## config.mk

```make
export PLATFORM = sky130hd
export DESIGN_NAME = aac_div
export DESIGN_NICKNAME = d
export VERILOG_FILES = /design/src/hw/rtl/aac_pkg.sv /design/src/hw/rtl/aac_div.sv
export SDC_FILE = /design/constraint.sdc
export NUM_CORES = 1
export LEC_CHECK = 0
export BUFFER_PORTS_ARGS = -buffer_cell sky130_fd_sc_hd__buf_2
export CORE_ASPECT_RATIO = 1.5
export CORE_MARGIN = 3
export CORE_UTILIZATION = 58
export CTS_CLUSTER_SIZE = 28
export DETAILED_ROUTE_END_ITERATION = 10
export PLACE_DENSITY = 0.82
export SYNTH_ARGS = -nofsm -noshare
export SYNTH_HDL_FRONTEND = slang
export SYNTH_SLANG_ARGS = --single-unit
```

## constraint.sdc

```tcl
create_clock -name aclk -period 4.4 [get_ports aclk]
set_clock_uncertainty 0.1 [all_clocks]
set_input_delay 0.22 -clock aclk [delete_from_list [all_inputs] [get_ports aclk]]
set_output_delay 0.22 -clock aclk [all_outputs]
set_load 0.005 [all_outputs]
```

## src/hw/rtl/aac_pkg.sv

```systemverilog
// Shared types and constants for the annealing acceptance and cooling block.
`timescale 1ns / 1ps
`default_nettype none

package aac_pkg;

    localparam int FIT_W   = 48;
    localparam int PROB_W  = 16;
    localparam int TEMP_W  = 48;
    localparam int STALL_W = 32;
    localparam int K1_W    = 16;
    localparam int K2_W    = 32;
    localparam int MUL_W   = 33;
    localparam int PROD_W  = 2 * MUL_W;
    localparam int DEN_W   = 64;
    localparam int NUM_W   = 80;
    localparam int QUO_W   = 48;
    localparam int STEP_W  = 7;
    localparam int CNT_W   = 5;
    localparam int TERM_W  = 4;
    localparam int REM_W   = MUL_W + TERM_W;
    localparam int SUM_W   = 34;
    localparam int ADDR_W  = 6;
    localparam int DATA_W  = 64;
    localparam int S_TDATA_W = 64;
    localparam int M_TDATA_W = 184;

    // Quotient cap 32.0 in Q.16 for the acceptance divide
    localparam logic [QUO_W-1:0]  X_CAP     = QUO_W'(64'h0000_0000_0020_0000);
    localparam logic [MUL_W-1:0]  ONE_Q32   = MUL_W'(64'h0000_0001_0000_0000);
    // exp(-1) in Q.32, same truncated Taylor sum as the fraction path
    localparam logic [MUL_W-1:0]  EXP_M1    = MUL_W'(64'd1580030169);
    localparam logic [TERM_W-1:0] LAST_TERM = TERM_W'(13);
    localparam logic [STEP_W-1:0] STEPS_WIDE = STEP_W'(80);
    localparam logic [SUM_W-1:0]  HALF_LSB  = SUM_W'(64'h0000_0000_0000_8000);
    localparam logic [DEN_W-1:0]  ONE_DEN   = DEN_W'(64'h0000_0001_0000_0000);

    localparam logic              COOL_GEOMETRIC = 1'b1;

    localparam logic              RST_COOL_MODE = 1'b1;
    localparam logic [K1_W-1:0]   RST_K1        = K1_W'(62259);
    localparam logic [K2_W-1:0]   RST_K2        = K2_W'(4295);
    localparam logic [TEMP_W-1:0] RST_TEMP      = TEMP_W'(65536000);
    localparam logic [FIT_W-1:0]  RST_FIT       = '0;

    typedef enum logic [2:0] {
        REG_COOLING_MODE      = 3'd0,
        REG_GEOMETRIC_FACTOR  = 3'd1,
        REG_LUNDY_FACTOR      = 3'd2,
        REG_INIT_TEMPERATURE  = 3'd3,
        REG_INIT_FITNESS      = 3'd4
    } reg_idx_t;

    typedef enum logic [3:0] {
        ST_IDLE,
        ST_XDIV,
        ST_TMUL,
        ST_TDIV_GO,
        ST_TDIV,
        ST_TFIX,
        ST_PLOOP,
        ST_PACC,
        ST_DECIDE,
        ST_UPDATE,
        ST_CMUL_H,
        ST_CMUL_L,
        ST_CSUM,
        ST_LDIV,
        ST_OUT
    } state_t;

    typedef struct packed {
        logic              start;
        logic              clamp;
        logic [STEP_W-1:0] steps;
    } div_ctl_t;

endpackage

`default_nettype wire

```

## src/hw/rtl/aac_div.sv

```systemverilog
// Bit-serial restoring divider, one quotient bit per cycle, optional quotient cap.
`timescale 1ns / 1ps
`default_nettype none

module aac_div (
    input  wire                            aclk,
    input  wire                            aresetn,
    input  aac_pkg::div_ctl_t              ctl,
    input  wire  [aac_pkg::NUM_W-1:0]      dividend,
    input  wire  [aac_pkg::DEN_W-1:0]      divisor,
    output logic                           done,
    output logic [aac_pkg::QUO_W-1:0]      quotient
);

    logic [aac_pkg::NUM_W-1:0]  num_reg, num_next;
    logic [aac_pkg::DEN_W-1:0]  den_reg, den_next;
    logic [aac_pkg::DEN_W-1:0]  rem_reg, rem_next;
    logic [aac_pkg::QUO_W-1:0]  quo_reg, quo_next;
    logic [aac_pkg::STEP_W-1:0] cnt_reg, cnt_next;
    logic                       busy_reg, busy_next;
    logic                       clamp_reg, clamp_next;
    logic                       done_reg, done_next;

    logic [aac_pkg::DEN_W:0]    shifted;
    logic [aac_pkg::DEN_W:0]    diff;
    logic                       fits;
    logic [aac_pkg::QUO_W:0]    quo_shift;

    always_comb begin
        shifted   = {rem_reg, num_reg[aac_pkg::NUM_W-1]};
        diff      = shifted - {1'b0, den_reg};
        fits      = (shifted >= {1'b0, den_reg});
        quo_shift = {quo_reg, fits};

        num_next   = num_reg;
        den_next   = den_reg;
        rem_next   = rem_reg;
        quo_next   = quo_reg;
        cnt_next   = cnt_reg;
        busy_next  = busy_reg;
        clamp_next = clamp_reg;
        done_next  = 1'b0;

        if (ctl.start) begin
            num_next   = dividend;
            den_next   = divisor;
            rem_next   = '0;
            quo_next   = '0;
            cnt_next   = ctl.steps;
            clamp_next = ctl.clamp;
            busy_next  = 1'b1;
        end else if (busy_reg) begin
            num_next = num_reg << 1;
            rem_next = fits ? diff[aac_pkg::DEN_W-1:0] : shifted[aac_pkg::DEN_W-1:0];
            if (clamp_reg && (quo_shift > {1'b0, aac_pkg::X_CAP})) begin
                quo_next = aac_pkg::X_CAP;
            end else begin
                quo_next = quo_shift[aac_pkg::QUO_W-1:0];
            end
            cnt_next = cnt_reg - 1'b1;
            if (cnt_reg == aac_pkg::STEP_W'(1)) begin
                busy_next = 1'b0;
                done_next = 1'b1;
            end
        end
    end

    always_ff @(posedge aclk) begin
        if (!aresetn) begin
            busy_reg <= 1'b0;
            done_reg <= 1'b0;
            cnt_reg  <= '0;
        end else begin
            busy_reg <= busy_next;
            done_reg <= done_next;
            cnt_reg  <= cnt_next;
        end
        num_reg   <= num_next;
        den_reg   <= den_next;
        rem_reg   <= rem_next;
        quo_reg   <= quo_next;
        clamp_reg <= clamp_next;
    end

    assign done     = done_reg;
    assign quotient = quo_reg;

endmodule

`default_nettype wire

```

# Word-level counts from Yosys, hierarchy flattened
# Cells that the tools add are included.
# op_classes
n_mux	10
addsub	2
n_eq_ne	1
n_reduce_logical	3
order_cmp	2
bitwise	2
# op_table
operator	count
$mux 80	2
$ge 65x64->1	1
$mux 64	1
$sub 64x64->64	1
$gt 49x22->1 const B	1
$mux 48	1
$mux 7	2
$eq 7x1->1 const B	1
$sub 7x1->7 const B	1
$mux 1	4
$reduce_or 3->1	1
$not 1->1	2
$reduce_bool 2->1	1
$logic_and 1x1->1	1
# totals
output_inout_bits	49
regBits	266
in_bits	155

# Logic depth before layout (Yosys ltp)
# Gate-level depths: netlist of the first run.
# logic_depth
word_depth	4
ltp_mapped	15

# Worst setup path before layout of the first run
# Ideal clock, no wire load.
# synth_path
path_kind	register to register
startpoint	register num_reg[79] in the netlist's numbering
endpoint	register rem_reg[56] in the netlist's numbering
t_arrival_ns	2.820
path_slack_ns	1.351
setup_ns	0.129
path_stages_with_launch	14
cell_sequence	edfxtp_1 inv_1 ha_1 fa_1 nor2b_1 o31ai_1 a21o_1 a311oi_1 nand4_1 a31oi_1 o21ai_1 mux2i_1 a2111oi_0 o21ai_0
# synth_via
elab_chain_cells	2
word_cells_on_any_way	3
cone_classes	1 x add/sub; 1 x order compare; 1 x mux
# synth_rtl
element	line_no	rtl
from (decl)	aac_div.sv:15	logic [aac_pkg::NUM_W-1:0] num_reg, num_next;
from (signal assigned)	aac_div.sv:78	num_reg <= num_next;
$sub 64x64->64 or $ge 65x64->1 (tied branches)	aac_div.sv:31, aac_div.sv:32	
$mux 64 (*)	aac_div.sv:54	rem_next = fits ? diff[aac_pkg::DEN_W-1:0] : shifted[aac_pkg::DEN_W-1:0];
to (signal assigned)	aac_div.sv:80	rem_reg <= rem_next;
to (decl)	aac_div.sv:17	logic [aac_pkg::DEN_W-1:0] rem_reg, rem_next;
# Every way passes the cells marked *; elsewhere a longest branch is shown, timed or not.
# A chain may end at the register's enable or synchronous reset.

# Final worst setup path of the first run
# layout_path
startpoint	register den_reg[3] in the netlist's numbering
endpoint	register rem_reg[0] in the netlist's numbering
# layout_via
elab_chain_cells	2
# layout_rtl
element	line_no	rtl
from (decl)	aac_div.sv:16	logic [aac_pkg::DEN_W-1:0] den_reg, den_next;
from (signal assigned)	aac_div.sv:79	den_reg <= den_next;
$ge 65x64->1	aac_div.sv:32	fits = (shifted >= {1'b0, den_reg});
$mux 64	aac_div.sv:54	
# No other way between the ends.

==> impl_metrics.env, run 1 <==
export IMPL_ys_seq_elements=266
export IMPL_cts_tree="done"
export IMPL_die_w_um=135
export IMPL_hold_class="primary input to flop"
export IMPL_regToRegSetupSlack_ns=0.62
export IMPL_cts_hold_buf=160
export IMPL_hold_violations=0
export IMPL_fp_row_count=70
export IMPL_min_delay_start="ctl[8]"
export IMPL_syn_avg_cell_area_um2=10.2
export IMPL_clkPwrFrac_pct=37.5
export IMPL_pwr_density_cell_nw_per_um2=365
export IMPL_max_stage_delay_ns=0.40
export IMPL_slew_violations=0
export IMPL_tightestPinTransition_ns=1.03
export IMPL_htreeDepth=1
export IMPL_multi_input_area_um2=6960
export IMPL_grt_util_met2_pct=55.5
export IMPL_syn_nets=1648
export IMPL_nNetsFinal=1969
export IMPL_grt_max_degree=171
export IMPL_ys_seq_area_share_pct=46.8
export IMPL_die_h_um=200
export IMPL_path_max_fanout=38
export IMPL_synth_compound_area_share_pct=18.9
export IMPL_largest_reg_flops=80
export IMPL_synthCells=1426
export IMPL_busiest_layer="met2"
export IMPL_ios=204
export IMPL_diodes=0
export IMPL_synthAdderAreaFrac_pct=5.84
export IMPL_total_power_mw=6.62
export IMPL_arrival_ns=4.08
export IMPL_grt_pass1_wl_um=65700
export IMPL_finalCritPeriodShare_pct=85.9
export IMPL_die_area_um2=27000
export IMPL_max_freq_mhz=265
export IMPL_cp_slowest_cell="o21ai_1"
export IMPL_design_area_um2=18200
export IMPL_synth_xor_area_share_pct=3.39
export IMPL_drc=0
export IMPL_rsz0062_at_grt="no"
export IMPL_start_util_pct=59.1
export IMPL_met3_usage_pct=4.74
export IMPL_fp_coreArea_um2=24500
export IMPL_path_cells="inv_1 > ha_1 > a21o_1 > a21oi_1 > a21oi_2 > o21ai_1 > a2111oi_4 > o2111a_2 > o21ai_4 > nand2_2 > buf_12 > o211ai_1 > o21ai_0"
export IMPL_final_common_cell="buf_2"
export IMPL_yosysWarnings=0
export IMPL_comb_power_share_pct=18.5
export IMPL_place_congestion=0.960
export IMPL_ant_nets=0
export IMPL_ff2ff_path_depth=13
export IMPL_clk_path_buf_depth=3
export IMPL_grt_pass1_vias=12695
export IMPL_cts_sinks=266
export IMPL_synth_edff_count=145
export IMPL_p_sw_mw=1.83
export IMPL_vias=12622
export IMPL_track_usage_pct=30.5
export IMPL_seqCellArea_um2=6780
export IMPL_critPathCaptureType="flop"
export IMPL_min_to="quotient[21]"
export IMPL_pwr_share_seq_pct=44.0
export IMPL_synthMuxAreaShare_pct=7.25
export IMPL_drtPass1Iterations=5
export IMPL_max_vdd_ir_drop_v=0.000464
export IMPL_r2r_end="rem_reg[0]"
export IMPL_required_ns=4.70
export IMPL_swShare_pct=27.7
export IMPL_worstReg2RegStart="den_reg[3]"
export IMPL_crit_type="flop to flop"
export IMPL_wl_per_cell_um=19.9
export IMPL_clk_pin_slew_ns=0.07
export IMPL_place_hpwl_um=24700
export IMPL_cts_resized=0
export IMPL_drive_above_1_share_pct=21.8
export IMPL_layout_common_cells="buf_2 (202), dlygate4sd3_1 (160), edfxtp_1 (145), nand2_1 (142), dfxtp_1 (120)"
export IMPL_numPortBuffers=203
export IMPL_yosys_cell_types_count=79
export IMPL_grtUsageMet1_pct=34.5
export IMPL_drv_cap=0
export IMPL_ys_flop_type="edfxtp_1"
export IMPL_post_route_util_pct=74.0
export IMPL_synth_async_reset_ratio_pct=0
export IMPL_min_period_ns=3.78
export IMPL_synthSimpleGateAreaFrac_pct=12.6
export IMPL_drt_wl_total_um=41700
export IMPL_whs_ns=0.0284
export IMPL_antenna_found_initial=0
export IMPL_cp_start_kind="flop"
export IMPL_drt_initial_drc_count=931
export IMPL_synth_top_family_by_area="compound AO/OA/AOI/OAI gates"
export IMPL_cts_buffers=27
export IMPL_p_leak_nw=7.65
export IMPL_path_buf_inv=2
export IMPL_nFillCells=1650
export IMPL_cts_setup_buffers=0
export IMPL_p_int_mw=4.79
export IMPL_insertion_delay_ns=0.56
export IMPL_grt_overflow=0
export IMPL_slew_headroom_pct=31.2
export IMPL_critical_path_top_delay_family="compound AO/OA/AOI/OAI gates"
export IMPL_place_area_um2=15600
export IMPL_via_per_inst=6.04
export IMPL_setup_viol_count_final=0
export IMPL_synth_area_um2=14500
export IMPL_setup_tns_ns=0
export IMPL_cts_root_buf="clkbuf_16"
export IMPL_hold_path_depth=2
export IMPL_synthToLayoutAreaGrowth_pct=25.3
export IMPL_status="completed"
## per-layer routing
layer  share of wire, %  wire [µm]
met1                 37      15300
met2                 52      21700
met4                5.2       2170
met3                5.9       2470
met5                  0          0
## Yosys cell counts, types with 25 or more instances
| master | count | area, µm² |
|---|---|---|
| mux2_2 | 79 | 890 |
| nand2_1 | 142 | 533 |
| xnor2_1 | 32 | 280 |
| clkbuf_1 | 55 | 206 |
| dfxtp_1 | 121 | 2420 |
| a22o_1 | 47 | 412 |
| nor2_1 | 105 | 394 |
| nand4_1 | 29 | 181 |
| a21oi_1 | 85 | 425 |
| o21ai_0 | 53 | 265 |
| a21o_1 | 34 | 255 |
| a311oi_1 | 26 | 228 |
| ha_1 | 66 | 826 |
| nor3_1 | 25 | 125 |
| inv_1 | 88 | 330 |
| edfxtp_1 | 145 | 4350 |
## through the flow
| stage | instances | setup slack, ns |
|---|---|---|
| floorplan | 1426 | 1.35 |
| global placement | 1882 | 0.813 |
| detailed placement | 1882 | 0.756 |
| CTS | 2091 | 0.711 |
| global route | 2091 | 0.310 |
| finish | 2091 | 0.622 |
## how the worst max path moves through the flow
stage,slack [ns],end,cells after the start,from
global route,0.31,rem_reg[56],13,num_reg[79]
CTS,0.71,rem_reg[56],13,num_reg[79]
global placement,0.81,rem_reg[0],12,den_reg[16]
detailed placement,0.76,rem_reg[55],12,den_reg[16]
finish,0.62,rem_reg[0],13,den_reg[3]
floorplan,1.35,rem_reg[56],13,num_reg[79]
## cell type report
class / instances / share of cell area (%)
multi-input combinational: 988 / 38.3
timing repair buffer: 374 / 15.1
tap: 324 / 2.23
inverter: 90 / 1.87
clock buffer: 32 / 3.83
clock inverter: 17 / 1.28
sequential: 266 / 37.3
## cells by family (layout without fill, tap and decap cells)
group | Yosys count | in the layout
compound gates | 381 | 381
xor+xnor | 56 | 56
fa+ha+maj | 67 | 67
buf+inv | 172 | 513
flops | 266 | 266
mux | 95 | 95
simple gates | 389 | 389
## power by group through the flow
stage	logic (mW)	clock network [mW]	registers, mW
2_1_floorplan	0.799	0	2.92
3_3_place_gp	1.03	0	2.94
3_5_place_dp	1.06	0	2.94
4_1_cts	1.18	2.48	2.89
5_1_grt	1.34	2.60	2.92
6_report	1.23	2.48	2.91
Power figures use the tool's default switching activity.
==> run 2: changes to the inputs <==
--- a/config.mk
+++ b/config.mk
@@ -11,6 +11,7 @@
 export CORE_UTILIZATION = 58
 export CTS_CLUSTER_SIZE = 28
 export DETAILED_ROUTE_END_ITERATION = 10
+export GPL_TIMING_DRIVEN = 0
 export PLACE_DENSITY = 0.82
 export SYNTH_ARGS = -nofsm -noshare
 export SYNTH_HDL_FRONTEND = slang
==> run 2 against run 1 <==
Against the previous run: maximum frequency is 5.0% lower; final cell count is 3.4% higher; largest cell class unchanged; die area did not move; clock-buffer cell count did not move; utilization rose by 1.2 points; register-to-register slack lost 0.20 ns; design area is 1.6% higher; sequential power about the same; global-route usage rose by 3.2 points; clock power shrank 4%.
==> impl_metrics.env, run 2 (same netlist as run 1, synthesis figures left out) <==
export IMPL_place_hpwl_um=27700
export IMPL_hold_class="primary input to flop"
export IMPL_diodes=0
export IMPL_layout_setup_ws_ns=0.422
export IMPL_cts_tree="done"
export IMPL_drt_initial_drc_count=1093
export IMPL_crit_type="flop to flop"
export IMPL_placed_cells=1954
export IMPL_via_per_inst=6.10
export IMPL_path_max_fanout=4
export IMPL_status="completed"
export IMPL_drv_cap=0
export IMPL_final_common_cell="buf_2"
export IMPL_min_period_ns=3.98
export IMPL_regToRegSetupSlack_ns=0.42
export IMPL_nFillCells=1648
export IMPL_cts_root_buf="clkbuf_16"
export IMPL_tightestPinTransition_ns=0.927
export IMPL_post_route_util_pct=75.2
export IMPL_die_w_um=135
export IMPL_place_congestion=0.962
export IMPL_grt_overflow=0
export IMPL_cts_buffers=26
export IMPL_slew_headroom_pct=38.2
export IMPL_cts_setup_buffers=0
export IMPL_hold_violations=0
export IMPL_drc=0
export IMPL_htreeDepth=1
export IMPL_insertion_delay_ns=0.55
export IMPL_wl_per_cell_um=21.3
export IMPL_rsz0062_at_grt="no"
export IMPL_required_ns=4.72
export IMPL_p_leak_nw=7.79
export IMPL_drive_above_1_share_pct=21.8
export IMPL_fp_coreArea_um2=24500
export IMPL_nNetsFinal=2040
export IMPL_arrival_ns=4.29
export IMPL_ant_nets=0
export IMPL_setup_tns_ns=0
export IMPL_clk_path_buf_depth=3
export IMPL_dp_slack_ns=0.414
export IMPL_largest_reg_flops=80
export IMPL_critPathCaptureType="flop"
export IMPL_finalCritPeriodShare_pct=90.4
export IMPL_grt_max_degree=79
export IMPL_grt_pass1_wl_um=71700
export IMPL_die_area_um2=27000
export IMPL_die_h_um=200
export IMPL_numPortBuffers=203
export IMPL_cts_sinks=266
export IMPL_antenna_found_initial=0
export IMPL_max_freq_mhz=251
export IMPL_drtPass1Iterations=5
export IMPL_total_power_mw=6.57
export IMPL_grt_pass1_vias=13488
export IMPL_cp_start_kind="flop"
export IMPL_clk_pin_slew_ns=0.07
export IMPL_vias=13198
export IMPL_slew_violations=0
export IMPL_synthToLayoutAreaGrowth_pct=27.3
export IMPL_fp_row_count=70
export IMPL_start_util_pct=59.1
export IMPL_setup_viol_count_final=0
export IMPL_track_usage_pct=33.7
export IMPL_ios=204
export IMPL_layout_common_cells="buf_2 (212), dlygate4sd3_1 (160), edfxtp_1 (145), nand2_1 (142), dfxtp_1 (121)"
export IMPL_drt_wl_total_um=46100
export IMPL_final_cells=2162
export IMPL_pwr_density_cell_nw_per_um2=356
export IMPL_max_vdd_ir_drop_v=0.000332
[run 2: cell count changes in the layout (fill, tap and decap cells not counted), sizes merged]
| cell | change |
|---|---|
| clkbuf | +54 |
| buf | +18 |
| clkinv | +6 |
| clkinvlp | -3 |
| bufinv | -2 |
| inv | -2 |
[run 2: critical path, cell delays in order (launching register included)]
cell	delay, ns
edfxtp_1	0.38
inv_1	0.06
ha_1	0.23
fa_1	0.42
nor2b_1	0.24
o31ai_1	0.21
a21o_1	0.27
a311oi_2	0.33
nand4_1	0.31
a31oi_2	0.36
o21ai_1	0.17
mux2i_1	0.15
a2111oi_0	0.45
o21ai_0	0.14
[run 2: what timing repair did]
item                       in CTS  in global routing
gates resized for setup         0                  2
hold buffers                  160                  0
hold endpoints to repair      154                  0
setup endpoints to repair       0                  1
[run 2: where the power goes]
group,internal (mW),switching (mW)
clock,1.35,1.02
combinational,0.550,0.733
sequential,2.82,0.0966
total,4.72,1.85
[run 2: per-stage QoR]
step / instance area, µm² / hold slack (ns)
after floorplan: 14500 / 0.219
final: 18400 / 0.223
after CTS: 18400 / 0.245
after detailed placement: 15900 / 0.298
after global placement: 15900 / 0.298
after global routing: 18400 / 0.265
[run 2: metal layers]
layer | vias to the layer above | wire length, µm | track usage (%)
met5 | - | 0 | 0
met4 | 0 | 2850 | 19.5
met3 | 198 | 3150 | 4.96
met2 | 700 | 23900 | 61.1
met1 | 6283 | 16100 | 37.3
li1 | 6017 | - | -
[run 2: path summary, 6_finish.rpt]
path,start,end,depth (start not counted)
hold / removal,ctl[8],den_reg[36],1
hold reg to reg,rem_reg[21],rem_reg[21],2
setup / recovery,num_reg[79],rem_reg[56],13
setup reg to reg,num_reg[79],rem_reg[56],13
[run 2: area by class of cell]
cell class / count / area, µm² / area share, %
inverter: 90 / 342 / 1.85
buffer: 82 / 423 / 2.29
clock buffer: 32 / 726 / 3.93
timing repair buffer: 364 / 2650 / 14.4
tap: 324 / 405 / 2.20
clock inverter: 16 / 163 / 0.882
multi-input combinational: 988 / 6960 / 37.7
sequential: 266 / 6780 / 36.7
==> run 3: changes to the inputs <==
--- a/config.mk
+++ b/config.mk
@@ -8,11 +8,12 @@
 export BUFFER_PORTS_ARGS = -buffer_cell sky130_fd_sc_hd__buf_2
 export CORE_ASPECT_RATIO = 1.5
 export CORE_MARGIN = 3
-export CORE_UTILIZATION = 58
+export CORE_UTILIZATION = 40
 export CTS_CLUSTER_SIZE = 28
 export DETAILED_ROUTE_END_ITERATION = 10
 export GPL_TIMING_DRIVEN = 0
-export PLACE_DENSITY = 0.82
+export PLACE_DENSITY = 0.6
+export SETUP_SLACK_MARGIN = 0.5
 export SYNTH_ARGS = -nofsm -noshare
 export SYNTH_HDL_FRONTEND = slang
 export SYNTH_SLANG_ARGS = --single-unit
==> run 3 against run 2 <==
Against the previous run: power is 0.36% higher; utilization fell by 22 points; sequential share of layout area shrank 0.53 points; critical path depth unchanged; flip-flop and latch count did not move; via count fell by 6.8%; routed wire length down 8.1%; first-iteration DRC count decreased by 52%; design area grew 1.5%; critical path type unchanged; largest cell class unchanged; largest power group unchanged.
==> impl_metrics.env, run 3 (same netlist as run 1, synthesis figures left out) <==
export IMPL_worstReg2RegStart="num_reg[79]"
export IMPL_slew_headroom_pct=39.5
export IMPL_pwr_density_cell_nw_per_um2=352
export IMPL_clk_pin_slew_ns=0.06
export IMPL_min_delay_start="ctl[8]"
export IMPL_grt_pass1_vias=12961
export IMPL_whs_ns=0.218
export IMPL_start_util_pct=40.9
export IMPL_regToRegSetupSlack_ns=0.68
export IMPL_placed_cells=2103
export IMPL_arrival_ns=4.04
export IMPL_grt_overflow=0
export IMPL_hold_path_depth=1
export IMPL_cp_start_kind="flop"
export IMPL_hold_class="primary input to flop"
export IMPL_drv_cap=0
export IMPL_clk_path_buf_depth=3
export IMPL_r2r_end="rem_reg[56]"
export IMPL_die_h_um=239
export IMPL_hold_violations=0
export IMPL_grt_pass1_wl_um=67600
export IMPL_place_congestion=0.942
export IMPL_final_cells=2315
export IMPL_drc=0
export IMPL_critPathCaptureType="flop"
export IMPL_track_usage_pct=21.6
export IMPL_drt_wl_total_um=42300
export IMPL_wl_per_cell_um=18.3
export IMPL_tightestPinTransition_ns=0.908
export IMPL_largest_reg_flops=80
export IMPL_ant_nets=0
export IMPL_cts_buffers=28
export IMPL_setup_viol_count_final=0
export IMPL_numPortBuffers=203
export IMPL_design_area_um2=18700
export IMPL_final_common_cell="buf_2"
export IMPL_max_freq_mhz=269
export IMPL_diodes=0
export IMPL_cts_root_buf="clkbuf_16"
export IMPL_drt_initial_drc_count=522
export IMPL_cts_setup_buffers=0
export IMPL_cts_sinks=266
export IMPL_finalCritPeriodShare_pct=84.6
export IMPL_slew_violations=0
export IMPL_p_leak_nw=7.82
export IMPL_min_to="den_reg[30]"
export IMPL_via_per_inst=5.31
export IMPL_crit_type="flop to flop"
export IMPL_antenna_found_initial=0
export IMPL_nFillCells=3193
export IMPL_htreeDepth=1
export IMPL_ff2ff_path_depth=13
export IMPL_max_vdd_ir_drop_v=0.000368
export IMPL_grt_max_degree=70
export IMPL_fp_row_count=84
export IMPL_path_max_fanout=4
export IMPL_required_ns=4.72
export IMPL_status="completed"
export IMPL_ios=204
export IMPL_synthToLayoutAreaGrowth_pct=29.2
export IMPL_drive_above_1_share_pct=22.2
export IMPL_drtPass1Iterations=5
export IMPL_die_w_um=161
export IMPL_place_hpwl_um=30100
export IMPL_min_period_ns=3.72
export IMPL_place_area_um2=16100
export IMPL_fp_coreArea_um2=35400
export IMPL_layout_common_cells="buf_2 (211), dlygate4sd3_1 (160), edfxtp_1 (145), nand2_1 (142), dfxtp_1 (121)"
export IMPL_die_area_um2=38600
export IMPL_cts_tree="done"
export IMPL_insertion_delay_ns=0.56
export IMPL_rsz0062_at_grt="yes"
export IMPL_setup_tns_ns=0
export IMPL_vias=12300
export IMPL_nNetsFinal=2042
==> run 3: changes by cell type in the layout (fill, tap and decap cells not counted), moves of 2 or more <==
cell,delta
a2111oi_0,-2
a2111oi_1,+2
bufinv_16,-2
clkbuf_1,-4
clkbuf_16,+4
clkinv_2,-2
clkinv_4,+2
clkinvlp_4,+3
==> run 3: power breakdown <==
part	switching, mW	internal [mW]	total (mW)
combinational	0.700	0.547	1.25
clock	1.04	1.41	2.46
sequential	0.0766	2.82	2.89
==> run 3: through the flow <==
step	worst slack, ns	utilization (%)	total power, mW
after CTS	0.566	52.8	6.66
after global routing	0.384	52.8	6.91
final	0.678	52.8	6.60
after detailed placement	0.312	45.5	4.06
after floorplan	1.35	-	3.72
after global placement	-0.543	45.4	4.04
==> run 3: cell type report <==
| cell class | count | area (µm²) | share of cell area, % |
|---|---|---|---|
| plain buffers | 82 | 427 | 2.28 |
| flip-flops and latches | 266 | 6780 | 36.2 |
| multi-input cells | 988 | 6960 | 37.2 |
| clock inverters | 18 | 144 | 0.769 |
| repair buffers | 364 | 2640 | 14.1 |
| well taps | 473 | 592 | 3.16 |
| clock buffers | 34 | 828 | 4.43 |
| inverters | 90 | 342 | 1.83 |
==> run 3: worst max-delay path by stage <==
stage / startpoint / endpoint / slack, ns / cells past startpoint
CTS: den_reg[10] / rem_reg[55] / 0.57 / 12
floorplan: num_reg[79] / rem_reg[56] / 1.35 / 13
detailed placement: num_reg[79] / rem_reg[56] / 0.31 / 13
global placement: ctl[8] / num_reg[8] / -0.54 / 3
finish: num_reg[79] / rem_reg[56] / 0.68 / 13
global route: num_reg[79] / rem_reg[56] / 0.38 / 13
==> run 3: layer usage <==
| metal | wire, µm | global-route usage, % |
|---|---|---|
| met1 | 16200 | 24.0 |
| met2 | 22600 | 41.3 |
| met3 | 2010 | 3.31 |
| met4 | 1440 | 7.67 |
| met5 | 0 | 0 |
==> run 3: critical path, cell delays in order, from the launching register on <==
cell and delay, ns:
edfxtp_1 0.36, inv_1 0.05, ha_1 0.22, fa_1 0.41, nor2b_1 0.16, o31ai_1 0.14, a21o_1 0.26, a311oi_2 0.34
nand4_1 0.32, a31oi_2 0.37, o21ai_1 0.18, mux2i_1 0.16, a2111oi_1 0.41, o21ai_0 0.12
==> run 3: repair_timing <==
action                                 4_1_cts  5_1_grt
endpoints found under the hold margin      154        0
hold buffers                               160        0
gates cloned                                 0        0
setup endpoints to repair                    1       15
resized for setup                            2        5
